<file path="src/hw/rtl/vlc2_pkg.sv">
// Package for the 2-D vector length clamp: widths, reset value and the
// beat records that travel along the square-root and divider cell chains.
// No dependencies.
package vlc2_pkg;

  localparam int COMP_W     = 16;
  localparam int MAX_LEN_W  = 15;
  localparam int SQ_W       = 32;
  localparam int MAX_SQ_W   = 30;
  localparam int NUM_W      = 30;
  localparam int ROOT_W     = 16;
  localparam int REM_SQ_W   = 17;
  localparam int Q_W        = 15;
  localparam int SQRT_CELLS = ROOT_W;
  localparam int DIV_CELLS  = Q_W;

  localparam logic [MAX_LEN_W-1:0] MAX_LEN_RESET = 15'd256;
  localparam logic [MAX_SQ_W-1:0]  MAX_SQ_RESET  = 30'd65536;

  typedef struct packed {
    logic [COMP_W-1:0]   x;
    logic [COMP_W-1:0]   y;
    logic                clamp;
    logic [NUM_W-1:0]    nx;
    logic [NUM_W-1:0]    ny;
    logic [SQ_W-1:0]     rad;
    logic [REM_SQ_W-1:0] rem;
    logic [ROOT_W-1:0]   root;
  } sq_item_t;

  typedef struct packed {
    logic [COMP_W-1:0] x;
    logic [COMP_W-1:0] y;
    logic              clamp;
    logic [ROOT_W-1:0] div;
    logic [Q_W-1:0]    nlo_x;
    logic [Q_W-1:0]    nlo_y;
    logic [ROOT_W-1:0] rem_x;
    logic [ROOT_W-1:0] rem_y;
    logic [Q_W-1:0]    q_x;
    logic [Q_W-1:0]    q_y;
  } dv_item_t;

endpackage

</file>
<file path="src/hw/rtl/vlc2_sqrt_cell.sv">
// One cell of the square-root chain: resolves one root bit per beat and
// hands the beat to its right neighbor. Depends on vlc2_pkg.
module vlc2_sqrt_cell (
  input  logic                clk,
  input  logic                rst_n,
  input  logic                up_valid,
  input  vlc2_pkg::sq_item_t  up_item,
  input  logic                down_go,
  output logic                up_go,
  output logic                down_valid,
  output vlc2_pkg::sq_item_t  down_item
);
  import vlc2_pkg::*;

  logic                valid_r;
  sq_item_t            item_r;
  sq_item_t            item_nxt;
  logic [REM_SQ_W+1:0] trial_rem;
  logic [REM_SQ_W+1:0] trial_sub;
  logic                take;

  assign up_go      = !valid_r || down_go;
  assign down_valid = valid_r;
  assign down_item  = item_r;

  always_comb begin
    trial_rem = {up_item.rem, up_item.rad[SQ_W-1 -: 2]};
    trial_sub = {1'b0, up_item.root, 2'b01};
    take      = trial_rem >= trial_sub;
    item_nxt      = up_item;
    item_nxt.rad  = {up_item.rad[SQ_W-3:0], 2'b00};
    item_nxt.root = {up_item.root[ROOT_W-2:0], take};
    item_nxt.rem  = take ? REM_SQ_W'(trial_rem - trial_sub) : REM_SQ_W'(trial_rem);
  end

  always_ff @(posedge clk) begin
    if (!rst_n) begin
      valid_r <= 1'b0;
    end else if (up_go) begin
      valid_r <= up_valid;
    end
  end

  always_ff @(posedge clk) begin
    if (up_go) begin
      item_r <= item_nxt;
    end
  end

endmodule

</file>
<file path="config.mk">
export PLATFORM = sky130hd
export DESIGN_NAME = vlc2_sqrt_cell
export DESIGN_NICKNAME = d
export VERILOG_FILES = /design/src/hw/rtl/vlc2_pkg.sv /design/src/hw/rtl/vlc2_sqrt_cell.sv
export SDC_FILE = /design/constraint.sdc
export NUM_CORES = 1
export LEC_CHECK = 0
export BUFFER_PORTS_ARGS = -buffer_cell sky130_fd_sc_hd__buf_2
export CAP_MARGIN = 5
export CORE_AREA = 2 2 124 126
export DETAILED_ROUTE_END_ITERATION = 7
export DIE_AREA = 0 0 126 128
export GPL_ROUTABILITY_DRIVEN = 0
export HOLD_SLACK_MARGIN = 0.15
export PLACE_DENSITY = 0.69
export SLEW_MARGIN = 20
export SYNTH_ARGS = -nofsm -noshare
export SYNTH_HDL_FRONTEND = slang
export SYNTH_SLANG_ARGS = --single-unit
export TNS_END_PERCENT = 1
</file>
<file path="constraint.sdc">
create_clock -name clk -period 11.59 [get_ports clk]
set_input_delay 3.477 -clock clk [delete_from_list [all_inputs] [get_ports clk]]
set_output_delay 3.477 -clock clk [all_outputs]
set_load 0.05 [all_outputs]
</file>
Yosys cells after proc, flatten, opt, wreduce, memory -nomap -nowiden
Index checks and enable logic that the tools add are counted.
{ "word_totals": {"wordCells": 14, "ff_bits": 157, "output_inout_bits": 160, "in_bits": 162} }
{ "classes": {"mux": 1, "reduce_logical": 2, "order_cmp": 1, "addsub": 1} }
{ "ops": {"columns": ["cell", "n"], "rows": [
  ["19-bit by 18-bit >= comparator with 1-bit output", 1],
  ["17-bit 2-to-1 mux", 1],
  ["17-bit subtractor", 1],
  ["1-bit zero test", 1],
  ["1-bit logical OR", 1]
]} }

Depth between registers and ports, before layout
Gate-level depths: netlist of the first run.
{ "logic_depth": {"ltp_word": 2, "depth_mapped": 10, "depth_no_buf": 8} }

Worst setup path after synthesis of the first run
OpenSTA, ideal clock, no wires.
{ "synth_path": {"path_type": "input port to output port", "start": "input port down_go", "end": "output port up_go", "slack_ns": 0.520, "path_stages": 1, "required_ns": 8.113, "n_path_buf": 0, "arrival_time_ns": 7.593, "path_cell_list": "nand2b_1"} }
{ "synth_between": {"elab_chain_cells": 1} }
{ "synth_lines": {"columns": ["element", "line", "rtl"], "rows": [
  ["start: declaration", "vlc2_sqrt_cell.sv:8", "input logic down_go,"],
  ["1-bit logical OR", "vlc2_sqrt_cell.sv:22", "assign up_go = !valid_r || down_go;"],
  ["end: declaration", "vlc2_sqrt_cell.sv:9", "output logic up_go,"]
]} }
No other way between the ends.

Final worst setup path of the first run
Ends and elaborated chain as after synthesis.

==> flow_summary.toml, run 1 <==
[synth]
synth-seq-cells = 157
synth_area_leaders = "edfxtp_1, ha_1, mux2_4"
synth_area_sq_um = 5913
ys_dominant_reg_cell = "edfxtp_1"
netlist-cell-type-count = 46
yosysWarnings = 0
syn_inst = 318
syn_area_per_cell_sq_um = 18.59
async_flop_share_pct = 0
yosysSeqAreaShare_pct = 79.56
synth_edf_count = 156
yosys.area.top_type = "edfxtp_1"
synth_top_area_share_pct = 79.22

[die]
core_sq_um = 14860
die_width_um = 126
die_area_sq_um = 16130
start_util_pct = 39.78
fp.dieH_um = 128
io_pins = 322
fp-row-count = 45

[clock_network]
cts_resized = 0
post_cts_buffers = 0
cts.clk_slew.worst_paths_ns = 0.06
htree_num_levels = 4
holdBufCountCts = 0
clk_latency_ns = 0.42
cts_root_buf = "clkbuf_16"
cts_tree = "done"
cts_buffers = 17
clk_path_buf_depth = 2
clock-sinks = 157

[grt]
grt_pass1_wl_mm = 22.65
grt_pass1_vias = 3997
grt_max_degree = 92
grt_usage_pct = 18.96
grt_overflow = 0
antenna_found_initial = 5

[detailed_routing]
drt_iter0_drc = 227
via_count = 4046
wl_per_cell_um = 18.48
firstDrtPassIters = 4
drtAntennaViolNets = 0
vias_per_cell = 4.732
wl_mm = 15.80
drc_errors = 0

[worst_setup_path]
start_kind = "input pin"
crit_arrival_ns = 4.73
worst-path-max-fanout = 68
path_class = "input pin to primary output"
cp_data_required_time_ns = 8.11
endpoint_kind = "primary output"

[sta]
slew_headroom_pct = 37.70
fin_skew_ns = 0.01058
fmax_mhz = 121.9
hold_viol_final = 0
slew_violations = 0
tightest_slew_ns = 0.9345
finalWorstSetupSlack_ns = 3.384
tns_ns = 0
setup_violations = 0
fin_crit_ns = 8.206
period_share_pct = 70.81
rsz0062_at_grt = "no"

[power_and_ir_drop]
leakage_nw = 3.748
powerDensity_nw_per_um2 = 188.8
peakVddDrop_mv = 0.08997

[worst_hold_path]
hold_class = "register to register"

[final_layout]
final_core_util_pct = 56.01
area_growth_syn_to_layout_pct = 40.80
finalNonFillerCells = 855
nNetsFinal = 830
layout-drive-gt1-share_pct = 56.26
stdcell_area_sq_um = 8325

[placed_design]
port_buffers = 319
place_ws_ns = 3.368
placed_cell_area_sq_um = 7701
place_inst = 819
hpwl_mm = 12.40

[job]
max-cap-violations = 0

[outcome]
status = "finished clean"
## sequential cells by signal (all words and copies together) (netlist names)
name	cells
down_valid	1
down_item	156
## synth_stat cells (all sizes together) (3+ instances only)
cell and number:
buf 7, inv 20, ha 18, xnor2 8
nand2b 3, nor2 9, a21o 3, o21ai 12
nand4 4, nand3 4, a21oi 13, mux2 14
edfxtp 156, nand2 9, xor2 5, a211oi 4
o21bai 3
## final timing paths
| path | end | depth (start not counted) | slack (ns) | from |
|---|---|---|---|---|
| hold reg to reg | down_item[148] | 1 | 1.39 | down_valid |
| setup / recovery | up_go | 3 | 3.38 | down_go |
| hold / removal | down_item[148] | 1 | 1.39 | down_valid |
| setup reg to reg | down_item[140] | 2 | 9.36 | down_valid |
## per-layer routing
layer,vias up,track usage [%],wire (um),part of all wire [%]
li1,1894,-,-,-
met1,1932,21.02,5738,36
met2,190,33.05,8437,53
met3,28,6.886,1263,8.0
met4,2,8.080,346,2.2
met5,-,0,13,0.082
## layout make-up
type / count / area, sq um
Inverter: 20 / 75.07
Multi-Input combinational cell: 134 / 1082
Fill cell: 1242 / 6539
Clock inverter: 15 / 185.2
Timing Repair Buffer: 320 / 1608
Antenna cell: 4 / 10.01
Tap cell: 188 / 235.2
Sequential cell: 157 / 4705
Clock buffer: 17 / 425.4
## power by group
group | switching [mW] | leakage, nW | total [mW] | internal (mW)
Clock | 0.236 | 0.292 | 0.561 | 0.325
Combinational | 0.237 | 1.83 | 0.319 | 0.0821
Sequential | 0.0125 | 1.62 | 0.692 | 0.679
Total | 0.485 | 3.75 | 1.57 | 1.09
## cells by family after synthesis
group                      count (synthesis)  share of synthesized area (%)
and+or+nand+nor                           38                          3.428
muxes                                     16                          3.386
AOI/OAI and AO/OA                         47                          5.502
DFF                                      157                          79.56
buffers and inverters                     28                          2.327
adders and majority gates                 18                          3.809
xor gates and xnor gates                  13                          1.926
other                                      1                        0.06342
## critical path: stages
cell and delay (ns):
buf_2 0.08, nand2b_4 0.70, buf_2 0.41
## through the flow
| step | hold slack (ns) | total power [mW] |
|---|---|---|
| floorplan | 3.576 | 0.9408 |
| global placement | 1.402 | 1.018 |
| detailed placement | 1.422 | 1.024 |
| CTS | 1.434 | 1.584 |
| global route | 1.457 | 1.627 |
| finish | 1.395 | 1.572 |
## cells in the final DEF, fill, tap and decap left out, drive strengths merged, types with 3 or more instances in the layout
cell / instances
buf: 320
edfxtp: 156
inv: 25
ha: 18
clkbuf: 17
mux2: 14
a21oi: 13
o21ai: 12
nor2: 9
nand2: 9
xnor2: 8
clkinv: 6
xor2: 5
diode: 4
nand4: 4
nand3: 4
a211oi: 4
a21o: 3
o21bai: 3
nand2b: 3
Note: power is estimated with default switching activity, not from simulation.
==> inputs of run 2 (changes only) <==
==> constraint.sdc (replaced) <==
create_clock -name clk -period 8.13 [get_ports clk]
set_input_delay 2.439 -clock clk [delete_from_list [all_inputs] [get_ports clk]]
set_output_delay 2.439 -clock clk [all_outputs]
set_load 0.05 [all_outputs]
==> flow_summary.toml, run 2 (same netlist as run 1, synthesis figures left out) <==
[outcome]
status = "finished clean"

[worst_setup_path]
worst_path_most_repeated_cell = "buf_2"
worst-path-max-fanout = 2
path_class = "input pin to primary output"
critical_path_buf_inv_count = 2
crit_start = "down_go"
start_kind = "input pin"
r2r_start = "down_valid"
cp_top_family = "buffers and inverters"
cp_slowest_cell = "buf_2"
crit_arrival_ns = 2.92
cp_data_required_time_ns = 5.69
max_stage_delay_ns = 0.27
cp_cell_sequence = "buf_2 -> nand2b_4 -> buf_2"
endpoint_kind = "primary output"

[grt]
grt_usage_pct = 18.93
gr-usage-met2_pct = 32.32
grt_max_degree = 85
grt_pass1_wl_mm = 22.63
grt_pass1_vias = 4090
grt_overflow = 0
top_usage_layer = "met2"
antenna_found_initial = 3
grt_use_met1_pct = 22.03
grtUsageMet3_pct = 6.845

[sta]
fmax_mhz = 186.7
slew_headroom_pct = 32.49
hold_slack_ns = 1.161
fin_skew_ns = 0.01107
tightest_slew_ns = 1.013
period_share_pct = 65.88
hold_viol_final = 0
rsz0062_at_grt = "no"
setup_violations = 0
tns_ns = 0
fin_crit_ns = 5.356
slew_violations = 0

[clock_network]
htree_num_levels = 4
holdBufCountCts = 0
post_cts_buffers = 0
cts_resized = 0
clk_path_buf_depth = 2
cts_root_buf = "clkbuf_16"
cts_buffers = 17
cts_tree = "done"
clk_latency_ns = 0.42
clock-sinks = 157
cts.clk_slew.worst_paths_ns = 0.06

[die]
start_util_pct = 39.78
die_area_sq_um = 16130
die_width_um = 126
core_sq_um = 14860
fp.dieH_um = 128
fp-row-count = 45
io_pins = 322

[power_and_ir_drop]
peakVddDrop_mv = 0.1557
power_mw = 2.261
leakage_nw = 3.762
powerDensity_nw_per_um2 = 271.2

[detailed_routing]
vias_per_cell = 4.763
firstDrtPassIters = 5
drc_errors = 0
wl_per_cell_um = 18.53
via_count = 4072
drt_iter0_drc = 256
drtAntennaViolNets = 0
wl_mm = 15.84

[worst_hold_path]
hold_class = "register to register"
min_from = "down_valid"

[final_layout]
area_growth_syn_to_layout_pct = 41.01
nFillCells = 1213
nNetsFinal = 831
final_cell_mix = "buf_2, edfxtp_1, inv_1"
layout-drive-gt1-share_pct = 56.33
largest_reg_flops = 156
final_common_cell = "buf_2"
final_core_util_pct = 56.09

[placed_design]
hpwl_mm = 12.27
port_buffers = 319

[job]
max-cap-violations = 0
[run 2: changes by cell type in the layout (fill, tap and decap cells not counted)]
cell | previous run | this run
inv_8 | 1 | 5
clkinv_4 | 3 | 0
buf_4 | 0 | 2
buf_6 | 1 | 0
clkinvlp_4 | 2 | 1
diode_2 | 4 | 3
[run 2: cell type report]
type / instances / area, sq um / share of cell area (%)
antenna: 3 / 7.507 / 0.09004
inverter: 20 / 75.07 / 0.9004
timing repair buffer: 321 / 1612 / 19.33
sequential: 157 / 4705 / 56.42
clock inverter: 15 / 196.4 / 2.356
tap: 188 / 235.2 / 2.821
clock buffer: 17 / 425.4 / 5.102
multi-input combinational: 134 / 1082 / 12.98
[run 2: worst register-to-register path: cells and delay by family (launching register included)]
kind | cells | cell delay (ns)
buffers and inverters | 2 | 1.69
AND/OR/NAND/NOR | 1 | 0.10
flip-flops | 1 | 0.34
[run 2: report_power, final]
| part | leakage (nW) | internal, mW | total (mW) | switching, mW |
|---|---|---|---|---|
| clock network | 0.304 | 0.471 | 0.821 | 0.350 |
| logic | 1.83 | 0.117 | 0.455 | 0.338 |
| registers | 1.62 | 0.968 | 0.985 | 0.0172 |
| total | 3.76 | 1.56 | 2.26 | 0.705 |
[run 2: final timing paths]
path | depth (start not counted) | to | slack, ns
setup reg to reg | 3 | down_item[124] | 5.57
hold reg to reg | 2 | down_item[27] | 1.16
setup / recovery | 3 | up_go | 2.77
hold / removal | 2 | down_item[27] | 1.16
[run 2: routing by layer]
metal | wire [um] | part of all wire [%]
met5 | 0 | 0
met4 | 318 | 2.0
met3 | 1342 | 8.5
met2 | 8232 | 52
met1 | 5947 | 38
[run 2: through the flow]
stage                     instances  setup slack [ns]  area (sq um)
after floorplan                 319             1.071          5919
after global placement          820             2.749          7709
after detailed placement        820             2.752          7709
after CTS                       852             2.750          8330
after global routing            855             2.737          8338
final                           855             2.774          8338
