`src/hw/rtl/vlc2_pkg.sv`:
```
// Package for the 2-D vector length clamp: widths, reset value and the
// beat records that travel along the square-root and divider cell chains.
// No dependencies.
package vlc2_pkg;

  localparam int COMP_W     = 16;
  localparam int MAX_LEN_W  = 15;
  localparam int SQ_W       = 32;
  localparam int MAX_SQ_W   = 30;
  localparam int NUM_W      = 30;
  localparam int ROOT_W     = 16;
  localparam int REM_SQ_W   = 17;
  localparam int Q_W        = 15;
  localparam int SQRT_CELLS = ROOT_W;
  localparam int DIV_CELLS  = Q_W;

  localparam logic [MAX_LEN_W-1:0] MAX_LEN_RESET = 15'd256;
  localparam logic [MAX_SQ_W-1:0]  MAX_SQ_RESET  = 30'd65536;

  typedef struct packed {
    logic [COMP_W-1:0]   x;
    logic [COMP_W-1:0]   y;
    logic                clamp;
    logic [NUM_W-1:0]    nx;
    logic [NUM_W-1:0]    ny;
    logic [SQ_W-1:0]     rad;
    logic [REM_SQ_W-1:0] rem;
    logic [ROOT_W-1:0]   root;
  } sq_item_t;

  typedef struct packed {
    logic [COMP_W-1:0] x;
    logic [COMP_W-1:0] y;
    logic              clamp;
    logic [ROOT_W-1:0] div;
    logic [Q_W-1:0]    nlo_x;
    logic [Q_W-1:0]    nlo_y;
    logic [ROOT_W-1:0] rem_x;
    logic [ROOT_W-1:0] rem_y;
    logic [Q_W-1:0]    q_x;
    logic [Q_W-1:0]    q_y;
  } dv_item_t;

endpackage

```
`src/hw/rtl/vlc2_div_cell.sv`:
```
// One cell of the divider chain: resolves one quotient bit of both scaled
// components per beat and passes the beat on. Depends on vlc2_pkg.
module vlc2_div_cell (
  input  logic                clk,
  input  logic                rst_n,
  input  logic                up_valid,
  input  vlc2_pkg::dv_item_t  up_item,
  input  logic                down_go,
  output logic                up_go,
  output logic                down_valid,
  output vlc2_pkg::dv_item_t  down_item
);
  import vlc2_pkg::*;

  logic             valid_r;
  dv_item_t         item_r;
  dv_item_t         item_nxt;
  logic [ROOT_W:0]  part_x;
  logic [ROOT_W:0]  part_y;
  logic [ROOT_W:0]  div_ext;
  logic             ge_x;
  logic             ge_y;

  assign up_go      = !valid_r || down_go;
  assign down_valid = valid_r;
  assign down_item  = item_r;

  always_comb begin
    div_ext = {1'b0, up_item.div};
    part_x  = {up_item.rem_x, up_item.nlo_x[Q_W-1]};
    part_y  = {up_item.rem_y, up_item.nlo_y[Q_W-1]};
    ge_x    = part_x >= div_ext;
    ge_y    = part_y >= div_ext;
    item_nxt       = up_item;
    item_nxt.nlo_x = {up_item.nlo_x[Q_W-2:0], 1'b0};
    item_nxt.nlo_y = {up_item.nlo_y[Q_W-2:0], 1'b0};
    item_nxt.rem_x = ge_x ? ROOT_W'(part_x - div_ext) : part_x[ROOT_W-1:0];
    item_nxt.rem_y = ge_y ? ROOT_W'(part_y - div_ext) : part_y[ROOT_W-1:0];
    item_nxt.q_x   = {up_item.q_x[Q_W-2:0], ge_x};
    item_nxt.q_y   = {up_item.q_y[Q_W-2:0], ge_y};
  end

  always_ff @(posedge clk) begin
    if (!rst_n) begin
      valid_r <= 1'b0;
    end else if (up_go) begin
      valid_r <= up_valid;
    end
  end

  always_ff @(posedge clk) begin
    if (up_go) begin
      item_r <= item_nxt;
    end
  end

endmodule

```
`config.mk`:
```
export PLATFORM = sky130hd
export DESIGN_NAME = vlc2_div_cell
export DESIGN_NICKNAME = d
export VERILOG_FILES = /design/src/hw/rtl/vlc2_pkg.sv /design/src/hw/rtl/vlc2_div_cell.sv
export SDC_FILE = /design/constraint.sdc
export NUM_CORES = 1
export LEC_CHECK = 0
export BUFFER_PORTS_ARGS = -buffer_cell sky130_fd_sc_hd__buf_4
export CAP_MARGIN = 0
export CORE_ASPECT_RATIO = 2
export CORE_MARGIN = 10
export CORE_UTILIZATION = 47
export DETAILED_ROUTE_END_ITERATION = 8
export PLACE_DENSITY_LB_ADDON = 0.3
export SYNTH_ARGS = -nofsm -noshare
export SYNTH_HDL_FRONTEND = slang
export SYNTH_SLANG_ARGS = --single-unit
```
`constraint.sdc`:
```
create_clock -name clk -period 5.4 [get_ports clk]
set_clock_uncertainty 0.2 [all_clocks]
set_input_delay 0.27 -clock clk [delete_from_list [all_inputs] [get_ports clk]]
set_output_delay 0.27 -clock clk [all_outputs]
set_load 0.01 [all_outputs]
```
Yosys cells after proc, flatten, opt, wreduce, memory -nomap -nowiden
Index checks and enable logic that the tools add are counted.
{"block": "classes", "n_addsub": 2, "n_lt_le_gt_ge": 2, "mux": 2, "n_reduce_logical": 2}
{"op": "greater-or-equal comparator 17 x 16 -> 1 bit", "n": 2}
{"op": "two-way mux 16 bit", "n": 2}
{"op": "subtractor 16 bit", "n": 2}
{"op": "logical NOT 1 bit", "n": 1}
{"op": "logical OR 1 bit", "n": 1}
{"block": "totals", "reg_bits": 140, "input_bits": 145, "out_inout_bits": 143, "wordCells": 19}

Logic depth before layout (Yosys ltp)
Gate-level depths: netlist of run 1.
{"block": "logic_depth", "ltp_word": 2, "ltp_mapped": 11, "mapped_depth_nobuf": 10}

Least setup slack after synthesis of run 1
Ideal clock, no wire load.
{"block": "synth_timing", "path_type": "input to register", "from": "input port down_go", "to": "register valid_r (netlist: down_valid)", "setup_ps": 320, "arrival_ps": 4078, "t_required_ps": 4880, "setup_slack_ps": 802, "cell_stages": 2, "n_path_buf": 0, "cell_sequence": "nand2b_1 > a21boi_0"}
{"block": "synth_between", "elab_chain_cells": 1}
{"item": "start, declared", "line": "vlc2_div_cell.sv:8", "source": "input logic down_go,"}
{"item": "logical OR 1 bit", "line": "vlc2_div_cell.sv:24", "source": "assign up_go = !valid_r || down_go;"}
{"item": "end signal, assigned", "line": "vlc2_div_cell.sv:47", "source": "valid_r <= up_valid;"}
{"item": "end, declared", "line": "vlc2_div_cell.sv:15", "source": "logic valid_r;"}
Every way passes these cells.
A chain may end at the register's enable or synchronous reset.

==> results of run 1 <==
==> stage by stage <==
| stage | cells | setup WS (ns) | cell area [um^2] |
|---|---|---|---|
| global route | 1020 | 2.02 | 10500 |
| global placement | 854 | 2.33 | 8610 |
| CTS | 1019 | 2.19 | 10500 |
| finish | 1020 | 2.14 | 10500 |
| floorplan | 423 | 0.802 | 6350 |
| detailed placement | 854 | 2.31 | 8610 |
==> metal layers <==
metal	GRT usage, %	up-vias	part of all wire [%]
met2	44.1	305	53
met1	25.8	2580	34
met4	10.2	0	3.3
met5	0	-	0
li1	-	2488	-
met3	8.81	45	9.7
==> layout make-up <==
class,count,area (um^2),share of cell area (%)
Sequential cell,140,4190,39.9
Inverter,21,78.8,0.751
Tap cell,155,194,1.85
Clock inverter,14,126,1.20
Clock buffer,18,429,4.09
Antenna cell,1,2.50,0.0238
Timing Repair Buffer,418,3470,33.0
Multi-Input combinational cell,253,2010,19.1
==> power by group through the flow <==
stage	combinational (mW)	clock, mW	sequential [mW]
after CTS	0.727	1.12	1.36
after floorplan	0.257	0	1.45
after global routing	0.787	1.16	1.38
after detailed placement	0.640	0	1.38
final	0.734	1.10	1.37
after global placement	0.621	0	1.38
==> timing repair <==
| action | 4_1_cts | 5_1_grt |
|---|---|---|
| resized for setup | 0 | 0 |
| hold buffers | 133 | 0 |
| endpoints found under the hold margin | 132 | 0 |
| setup endpoints to repair | 0 | 0 |
==> synth_stat cells (all sizes together) (8+ instances only) <==
| cell type | n | area, um^2 |
|---|---|---|
| a21oi | 20 | 108 |
| inv | 21 | 78.8 |
| mux2 | 26 | 319 |
| nor3 | 8 | 40.0 |
| nor2 | 26 | 108 |
| ha | 32 | 400 |
| xnor2 | 17 | 149 |
| edfxtp | 139 | 4170 |
| buf | 8 | 72.6 |
| o21ai | 13 | 68.8 |
| nand2 | 19 | 71.3 |
==> critical path: stages <==
cell	delay (ns)
dlygate4sd3_1	0.53
buf_4	0.14
inv_1	0.09
ha_1	0.30
nor2b_2	0.15
o2111ai_1	0.16
a21oi_2	0.23
nor2_2	0.07
a2111oi_2	0.32
o32a_2	0.54
mux2_2	0.40
==> logic make-up after synthesis <==
| family | share of synthesized area [%] |
|---|---|
| flip-flops | 66.1 |
| AO/OA/AOI/OAI | 8.64 |
| XOR/XNOR | 3.31 |
| buffers and inverters | 2.45 |
| AND/OR/NAND/NOR | 6.69 |
| multiplexers | 5.82 |
| adder cells (fa/ha/maj) | 6.94 |
| other | 0.0591 |
==> sequential cells by signal, summed over array words and instances (netlist names) <==
name,cells
down_valid,1
down_item,139
==> worst paths after layout <==
kind | from | to | slack (ns) | cells after the start
setup / recovery | up_item[93] | down_item[33] | 2.14 | 11
hold / removal | up_item[76] | down_item[30] | 0.02 | 3
setup reg to reg | down_valid | down_valid | 2.88 | 4
hold reg to reg | down_valid | down_item[132] | 0.84 | 1
==> layout by cell type (no fill, tap or decap), types with 4 or more instances in the layout <==
| cell | count |
|---|---|
| buf_4 | 285 |
| edfxtp_1 | 139 |
| dlygate4sd3_1 | 133 |
| ha_1 | 32 |
| nor2_1 | 24 |
| inv_1 | 21 |
| nand2_1 | 19 |
| a21oi_1 | 18 |
| xnor2_1 | 17 |
| clkbuf_16 | 17 |
| mux2_2 | 13 |
| o21ai_0 | 11 |
| nor3_1 | 8 |
| xor2_1 | 7 |
| mux2_4 | 7 |
| nand4_1 | 6 |
| nor2b_1 | 6 |
| o21a_1 | 6 |
| mux2_1 | 6 |
| a21o_1 | 5 |
| mux2i_1 | 5 |
| inv_6 | 5 |
| a31oi_1 | 4 |
| nand2b_1 | 4 |
| o31ai_1 | 4 |
==> results.py, run 1 <==
metrics = {
    "synth": {
        "synth.distinct_cells": 61,
        "synth_async_sr_flop_share_pct": 0,
        "syn_area_per_cell_um2": 15.0,
        "ys_warn_count": 0,
        "synth-edff-count": 139,
        "synth-seq-cells": 140,
        "yosysSeqAreaShare_pct": 66.1,
        "synth_cells": 422,
        "netlist_area_mm2": 0.00634,
        "yosys_most_used_dff": "edfxtp_1",
    },
    "critical_path": {
        "start_kind": "primary input",
        "worst_setup_path_end_kind": "flip-flop",
        "worstPathRequired_ns": 5.36,
        "path_class": "primary input to flip-flop",
        "path_max_fanout": 17,
        "crit_arrival_ns": 3.22,
    },
    "clock_tree": {
        "clock_path_buffers": 2,
        "worstSkewPairLatency_ns": 0.41,
        "root_buffer": "clkbuf_16",
        "htreeDepth": 4,
        "postCtsSetupRepairBufs": 0,
        "clkSinkCount": 140,
        "cts_tree": "built",
        "numCtsBuffers": 17,
        "clkTransAtPathRegs_ns": 0.06,
    },
    "sta": {
        "tns_ns": 0,
        "whs_ns": 0.0245,
        "grt_setup_unrepaired": "no",
        "drv_slew": 0,
        "fin_crit_sh_pct": 60.4,
        "min_period_ns": 3.26,
        "finalSetupViolations": 0,
        "finalHoldViolCount": 0,
        "slew_headroom_pct": 51.6,
        "fmax_ghz": 0.306,
        "worst_pin_slew_ns": 0.725,
    },
    "die": {
        "dieArea_mm2": 0.0188,
        "start_util_pct": 47.5,
        "die_y_um": 184,
        "io_pins": 288,
        "rows": 60,
        "die_w_um": 102,
        "core_area_mm2": 0.0134,
    },
    "routing": {
        "drtPass1Iterations": 5,
        "drt_iter0_drc": 267,
        "drc_errors": 0,
        "ant_nets": 0,
        "vias": 5418,
        "route.detailed.wl_per_inst_um": 23.4,
        "finalWirelength_mm": 23.9,
        "vias_per_cell": 5.31,
    },
    "power_and_ir_drop": {
        "power_frac_comb_pct": 22.9,
        "peakVddDrop_uv": 224,
        "p_clk_share_pct": 34.4,
        "swShare_pct": 27.3,
        "intPower_mw": 2.32,
        "leakage_nw": 4.60,
        "p_per_area_mw_per_mm2": 305,
        "p_seq_share_pct": 42.7,
        "total_power_mw": 3.20,
        "p_sw_mw": 0.874,
    },
    "place": {
        "port_buffers": 283,
        "place_congestion": 0.902,
        "hpwl_mm": 16.7,
    },
    "min_path": {
        "hold_class": "primary input to flip-flop",
    },
    "global_routing": {
        "overflow": 0,
        "antenna_found_initial": 1,
        "grt_pass1_vias": 5850,
        "groute.usage.overall_pct": 25.0,
        "grt_first_pass_wirelength_mm": 35.1,
        "grt_max_degree": 59,
    },
    "cells_and_area": {
        "post-route-util_pct": 78.6,
        "area_growth_pct": 65.5,
        "nets": 1030,
        "fillerInstances": 777,
        "drive_above_1_share_pct": 40.4,
    },
    "run": {
        "maxCapViolations": 0,
    },
    "outcome": {
        "status": "finished, final reports clean",
    },
}
Power figures use the tool's default switching activity.
==> inputs of run 2 (changes only) <==
--- a/config.mk
+++ b/config.mk
@@ -5,11 +5,12 @@
 export SDC_FILE = /design/constraint.sdc
 export NUM_CORES = 1
 export LEC_CHECK = 0
+export ABC_AREA = 1
 export BUFFER_PORTS_ARGS = -buffer_cell sky130_fd_sc_hd__buf_4
 export CAP_MARGIN = 0
 export CORE_ASPECT_RATIO = 2
 export CORE_MARGIN = 10
-export CORE_UTILIZATION = 47
+export CORE_UTILIZATION = 44
 export DETAILED_ROUTE_END_ITERATION = 8
 export PLACE_DENSITY_LB_ADDON = 0.3
 export SYNTH_ARGS = -nofsm -noshare
==> constraint.sdc (replaced) <==
create_clock -name clk -period 2.8 [get_ports clk]
set_clock_uncertainty 0.2 [all_clocks]
set_input_delay 0.14 -clock clk [delete_from_list [all_inputs] [get_ports clk]]
set_output_delay 0.14 -clock clk [all_outputs]
set_load 0.01 [all_outputs]
==> run 2 against run 1 <==
Net effect: critical endpoint is now down_item[50]; area after synthesis increased by 10%; sequential share of layout area decreased by 3.1 points; worst setup slack got worse by 1.9 ns; register-to-register slack got worse by 2.1 ns; die area increased by 15%; final cell count increased by 32%; non-clock buffer count increased by 8; combinational power increased by 96%; critical path depth decreased by 1.
==> results.py, run 2 <==
metrics = {
    "cells_and_area": {
        "largest_reg_flops": 139,
        "design_area_mm2": 0.0114,
        "area_growth_pct": 62.5,
        "finalNonFillerCells": 1348,
        "nets": 1312,
        "drive_above_1_share_pct": 30.8,
        "final_cell_mix": "buf_4, nand2_1, edfxtp_1, dlygate4sd3_1, inv_1",
        "layout_commonest_cell": "buf_4",
    },
    "global_routing": {
        "grt_first_pass_wirelength_mm": 39.8,
        "overflow": 0,
        "grt_max_degree": 78,
        "groute.usage.overall_pct": 24.6,
        "grt_pass1_vias": 6966,
        "antenna_found_initial": 1,
    },
    "synth": {
        "syn_area_per_cell_um2": 10.1,
        "synth_area_leader_cell": "edfxtp_1",
        "synth.distinct_cells": 32,
        "synth_cells": 695,
        "synthTopCellsByCount": "nand2_1, edfxtp_1, inv_1",
        "yosys_most_used_dff": "edfxtp_1",
        "ys_warn_count": 0,
        "synth-edff-count": 139,
        "yosysSeqAreaShare_pct": 59.9,
        "synth_area_leaders": "edfxtp_1, nand2_1, inv_1",
        "synth_async_sr_flop_share_pct": 0,
        "netlist_area_mm2": 0.00700,
        "synth-seq-cells": 140,
        "synth_most_common_cell": "nand2_1",
        "synth_top_area_share_pct": 59.6,
    },
    "sta": {
        "finalHoldViolCount": 0,
        "worst_pin_slew_ns": 0.631,
        "finalSetupViolations": 0,
        "min_period_ns": 2.54,
        "slew_headroom_pct": 57.9,
        "fin_ws_ns": 0.264,
        "tns_ns": 0,
        "fmax_ghz": 0.394,
        "grt_setup_unrepaired": "no",
        "drv_slew": 0,
        "fin_crit_sh_pct": 90.6,
    },
    "place": {
        "dp_cells": 1176,
        "hpwl_mm": 19.1,
        "place_congestion": 0.948,
        "placed_area_mm2": 0.00937,
        "port_buffers": 283,
        "place_ws_ns": 0.423,
    },
    "power_and_ir_drop": {
        "total_power_mw": 6.43,
        "p_per_area_mw_per_mm2": 565,
        "leakage_nw": 5.64,
        "peakVddDrop_uv": 390,
    },
    "clock_tree": {
        "postCtsSetupRepairBufs": 0,
        "worstSkewPairLatency_ns": 0.42,
        "cts_tree": "built",
        "htreeDepth": 4,
        "root_buffer": "clkbuf_16",
        "clkTransAtPathRegs_ns": 0.06,
        "numCtsBuffers": 17,
        "clkSinkCount": 140,
        "clock_path_buffers": 2,
    },
    "run": {
        "maxCapViolations": 0,
    },
    "die": {
        "dieArea_mm2": 0.0217,
        "rows": 65,
        "io_pins": 288,
        "start_util_pct": 44.6,
        "die_y_um": 198,
        "core_area_mm2": 0.0157,
        "die_w_um": 109,
    },
    "critical_path": {
        "worstPathRequired_ns": 2.89,
        "crit_arrival_ns": 2.63,
        "start_kind": "primary input",
        "path_max_fanout": 17,
        "worst_setup_path_end_kind": "flip-flop",
        "r2r_start": "down_valid",
        "path_class": "primary input to flip-flop",
        "cp-startpoint": "up_item[104]",
    },
    "routing": {
        "route.detailed.wl_per_inst_um": 20.0,
        "finalWirelength_mm": 26.9,
        "ant_nets": 0,
        "drtPass1Iterations": 6,
        "vias_per_cell": 4.86,
        "drt_iter0_drc": 346,
        "drc_errors": 0,
        "vias": 6549,
    },
    "min_path": {
        "hold_class": "primary input to flip-flop",
        "holdCritStartpoint": "up_item[45]",
    },
    "outcome": {
        "status": "finished, final reports clean",
    },
}
## run 2: cell count changes in the layout (fill, tap and decap cells not counted), sizes merged, moves of 6 or more
cell         change
nand3           +55
inv             +94
xnor2           -15
nand2          +237
dlygate4sd3      +6
o21ai           -13
mux2            -26
nor2b            -7
## run 2: area by class of cell
cell class | instances | area, um^2
clock inverters | 14 | 183
flip-flops and latches | 140 | 4190
multi-input cells | 431 | 2300
clock buffers | 18 | 429
inverters | 117 | 439
well taps | 201 | 251
repair buffers | 426 | 3570
fillers | 1060 | 4320
diodes | 1 | 2.50
## run 2: cells by family after synthesis
| kind of cell | after synthesis | synth area share (%) |
|---|---|---|
| AO/OA/AOI/OAI | 25 | 2.06 |
| buffers and inverters | 125 | 7.44 |
| AND/OR/NAND/NOR | 358 | 22.7 |
| XOR/XNOR | 12 | 1.50 |
| flip-flops | 140 | 59.9 |
| other | 1 | 0.0536 |
| adder cells (fa/ha/maj) | 34 | 6.29 |
## run 2: worst paths after layout
check	endpoint	slack [ns]	cells past startpoint
worst max-delay path	down_item[50]	0.26	10
worst min-delay path	down_item[35]	0.20	7
worst min register to register	down_item[1]	0.94	1
worst max register to register	down_valid	0.78	3
## run 2: power breakdown
group	total [mW]	leakage [nW]	switching [mW]	internal [mW]
logic	1.44	3.88	0.749	0.691
registers	2.61	1.46	0.0735	2.54
clock network	2.37	0.296	0.950	1.42
total	6.43	5.64	1.77	4.65
## run 2: routing by layer
| metal | GRT usage [%] | part of all wire, % | up-vias | wire, um |
|---|---|---|---|---|
| met1 | 22.7 | 32 | 3047 | 8710 |
| met3 | 5.89 | 7.7 | 51 | 2070 |
| met5 | 0 | 0 | - | 0 |
| met4 | 11.0 | 3.2 | 0 | 866 |
| met2 | 47.8 | 57 | 299 | 15300 |
| li1 | - | - | 3152 | - |
## run 2: repair_timing
| item | CTS | global route |
|---|---|---|
| endpoints found under the setup margin | 0 | 0 |
| hold endpoints to repair | 138 | 0 |
| resized for setup | 0 | 0 |
| hold buffers | 139 | 0 |
## run 2: critical path, stage by stage
cell and delay [ns]:
dlygate4sd3_1 0.53, buf_4 0.12, inv_1 0.05, ha_1 0.41, nand2_1 0.13, nor2_1 0.42
nand3_4 0.32, nand2_4 0.32, nand2_1 0.10, nand2_1 0.07
## run 2: per-stage QoR
step	hold slack [ns]	utilization, %
after floorplan	0.0389	-
after global placement	0.118	59.7
after detailed placement	0.119	59.7
after CTS	0.190	72.4
after global routing	0.236	72.5
final	0.203	72.5
==> inputs of run 3 (changes only) <==
==> constraint.sdc (replaced) <==
create_clock -name clk -period 2.8 [get_ports clk]
set_clock_uncertainty 0.2 [all_clocks]
set_input_delay 0.42 -clock clk [delete_from_list [all_inputs] [get_ports clk]]
set_output_delay 0.42 -clock clk [all_outputs]
set_load 0.01 [all_outputs]
==> run 3 against run 2 <==
Net effect: sequential power barely moved; global-route usage barely moved; flip-flop and latch count did not move; die area unchanged; critical path type unchanged; critical endpoint is now down_item[44]; highest routed layer unchanged.
==> results.py, run 3 (same netlist as run 2, synthesis figures left out) <==
metrics = {
    "global_routing": {
        "groute.usage.overall_pct": 24.6,
        "grt_first_pass_wirelength_mm": 39.5,
        "overflow": 0,
        "grt_pass1_vias": 6798,
        "grt_max_degree": 51,
        "antenna_found_initial": 0,
    },
    "sta": {
        "whs_ns": 0.0171,
        "min_period_ns": 2.68,
        "finalHoldViolCount": 0,
        "fin_crit_sh_pct": 95.6,
        "fmax_ghz": 0.373,
        "drv_slew": 0,
        "finalSetupViolations": 0,
        "fin_ws_ns": 0.122,
    },
    "critical_path": {
        "critPathTopFamily": "buffers and inverters",
        "path_cells": "dlygate4sd3_1 -> buf_4 -> inv_1 -> ha_1 -> nand2_2 -> inv_1 -> nand2_1 -> nand2_1 -> inv_1 -> nand3_2 -> nand2_8 -> nand2_4 -> nand2_1 -> nand2_1",
        "path_max_fanout": 17,
        "critPathCapture": "down_item[44]",
        "worstPathRequired_ns": 2.76,
        "path_common_cell": "nand2_1",
        "worst_setup_path_end_kind": "flip-flop",
        "start_kind": "primary input",
        "cpMaxStageDelayCell": "dlygate4sd3_1",
        "r2r_start": "down_valid",
        "cp_slowest_stage_delay_ns": 0.57,
        "path_class": "primary input to flip-flop",
        "cp.depth": 14,
        "cp-startpoint": "up_item[100]",
        "r2r_cells": 2,
        "reg2reg_to": "down_item[4]",
        "crit_arrival_ns": 2.64,
        "path_buf_inv": 5,
        "rrSetupSlack_ns": 1.10,
    },
    "place": {
        "port_buffers": 283,
        "hpwl_mm": 19.3,
        "place_ws_ns": 0.220,
        "place_congestion": 0.945,
    },
    "cells_and_area": {
        "drive_above_1_share_pct": 33.0,
        "final_cell_mix": "buf_4, nand2_1, edfxtp_1, inv_1, dlygate4sd3_1",
        "antennaDiodeCount": 0,
        "fillerInstances": 1104,
        "layout_commonest_cell": "buf_4",
        "largest_reg_flops": 139,
        "area_growth_pct": 58.9,
        "nets": 1286,
    },
    "power_and_ir_drop": {
        "p_per_area_mw_per_mm2": 556,
        "leakage_nw": 5.49,
        "peakVddDrop_uv": 386,
    },
    "routing": {
        "ant_nets": 0,
        "vias": 6462,
        "route.detailed.wl_per_inst_um": 20.7,
        "drt_iter0_drc": 364,
        "vias_per_cell": 4.89,
        "drc_errors": 0,
        "drtPass1Iterations": 7,
        "finalWirelength_mm": 27.3,
    },
    "clock_tree": {
        "htreeDepth": 4,
        "worstSkewPairLatency_ns": 0.41,
        "root_buffer": "clkbuf_16",
        "clock_path_buffers": 2,
        "clkTransAtPathRegs_ns": 0.06,
        "clkSinkCount": 140,
        "cts_tree": "built",
        "numCtsBuffers": 17,
    },
    "outcome": {
        "status": "finished, final reports clean",
    },
    "die": {
        "start_util_pct": 44.6,
        "io_pins": 288,
        "die_w_um": 109,
        "core_area_mm2": 0.0157,
        "rows": 65,
        "die_y_um": 198,
        "dieArea_mm2": 0.0217,
    },
    "min_path": {
        "hold_class": "primary input to flip-flop",
        "holdCritStartpoint": "up_item[92]",
    },
    "run": {
        "maxCapViolations": 0,
    },
}
==> run 3: changes by cell type in the layout (fill, tap and decap cells not counted), sizes merged <==
cell / previous run / this run
diode: 1 / 0
inv: 123 / 120
dlygate4sd3: 139 / 103
buf: 287 / 296
bufinv: 3 / 1
clkinvlp: 1 / 3
nand2: 256 / 257
clkbuf: 18 / 19
clkinv: 4 / 6
==> run 3: worst min-delay path by stage <==
stage                           endpoint  slack (ns)  cells after the start
after global placement     down_item[73]        0.40                      1
final                      down_item[92]        0.02                      1
after CTS                  down_item[26]       0.004                      1
after detailed placement  down_item[127]        0.40                      1
after floorplan           down_item[100]        0.32                      0
after global routing       down_item[92]       0.006                      1
==> run 3: what timing repair did <==
action / CTS / global route
setup buffers: 0 / 6
endpoints found under the hold margin: 102 / 1
hold buffers: 102 / 1
resized for setup: 0 / 12
setup endpoints to repair: 0 / 18
==> run 3: cell type report <==
| class | instances | area, um^2 | share of cell area (%) |
|---|---|---|---|
| Sequential cell | 140 | 4190 | 37.7 |
| Inverter | 117 | 439 | 3.95 |
| Multi-Input combinational cell | 432 | 2400 | 21.6 |
| Clock inverter | 13 | 118 | 1.06 |
| Clock buffer | 19 | 433 | 3.89 |
| Timing Repair Buffer | 399 | 3280 | 29.5 |
| Tap cell | 201 | 251 | 2.26 |
==> run 3: per-stage QoR <==
step / TNS [ns] / power [mW] / area, um^2 / utilization, % / std cells
final: 0 / 6.18 / 11100 / 70.8 / 1321
after CTS: 0 / 6.12 / 10900 / 69.8 / 1313
after global routing: -0.0109 / 6.45 / 11100 / 70.8 / 1321
after detailed placement: 0 / 3.90 / 9380 / 59.7 / 1179
after global placement: 0 / 3.88 / 9380 / 59.7 / 1179
after floorplan: 0 / 3.25 / 7000 / - / 696
==> run 3: routing by layer <==
metal | routed length (um) | global-route usage [%] | share of wire [%] | up-vias
met5 | 0 | 0 | 0 | -
met4 | 1170 | 11.4 | 4.3 | 0
met3 | 2000 | 5.99 | 7.3 | 57
li1 | - | - | - | 3092
met1 | 8550 | 22.5 | 31 | 3018
met2 | 15600 | 48.0 | 57 | 295
==> run 3: where the power goes <==
part	switching [mW]	internal [mW]	leakage [nW]
Sequential	0.0750	2.54	1.46
Combinational	0.747	0.679	3.77
Clock	0.910	1.23	0.263
Total	1.73	4.45	5.49
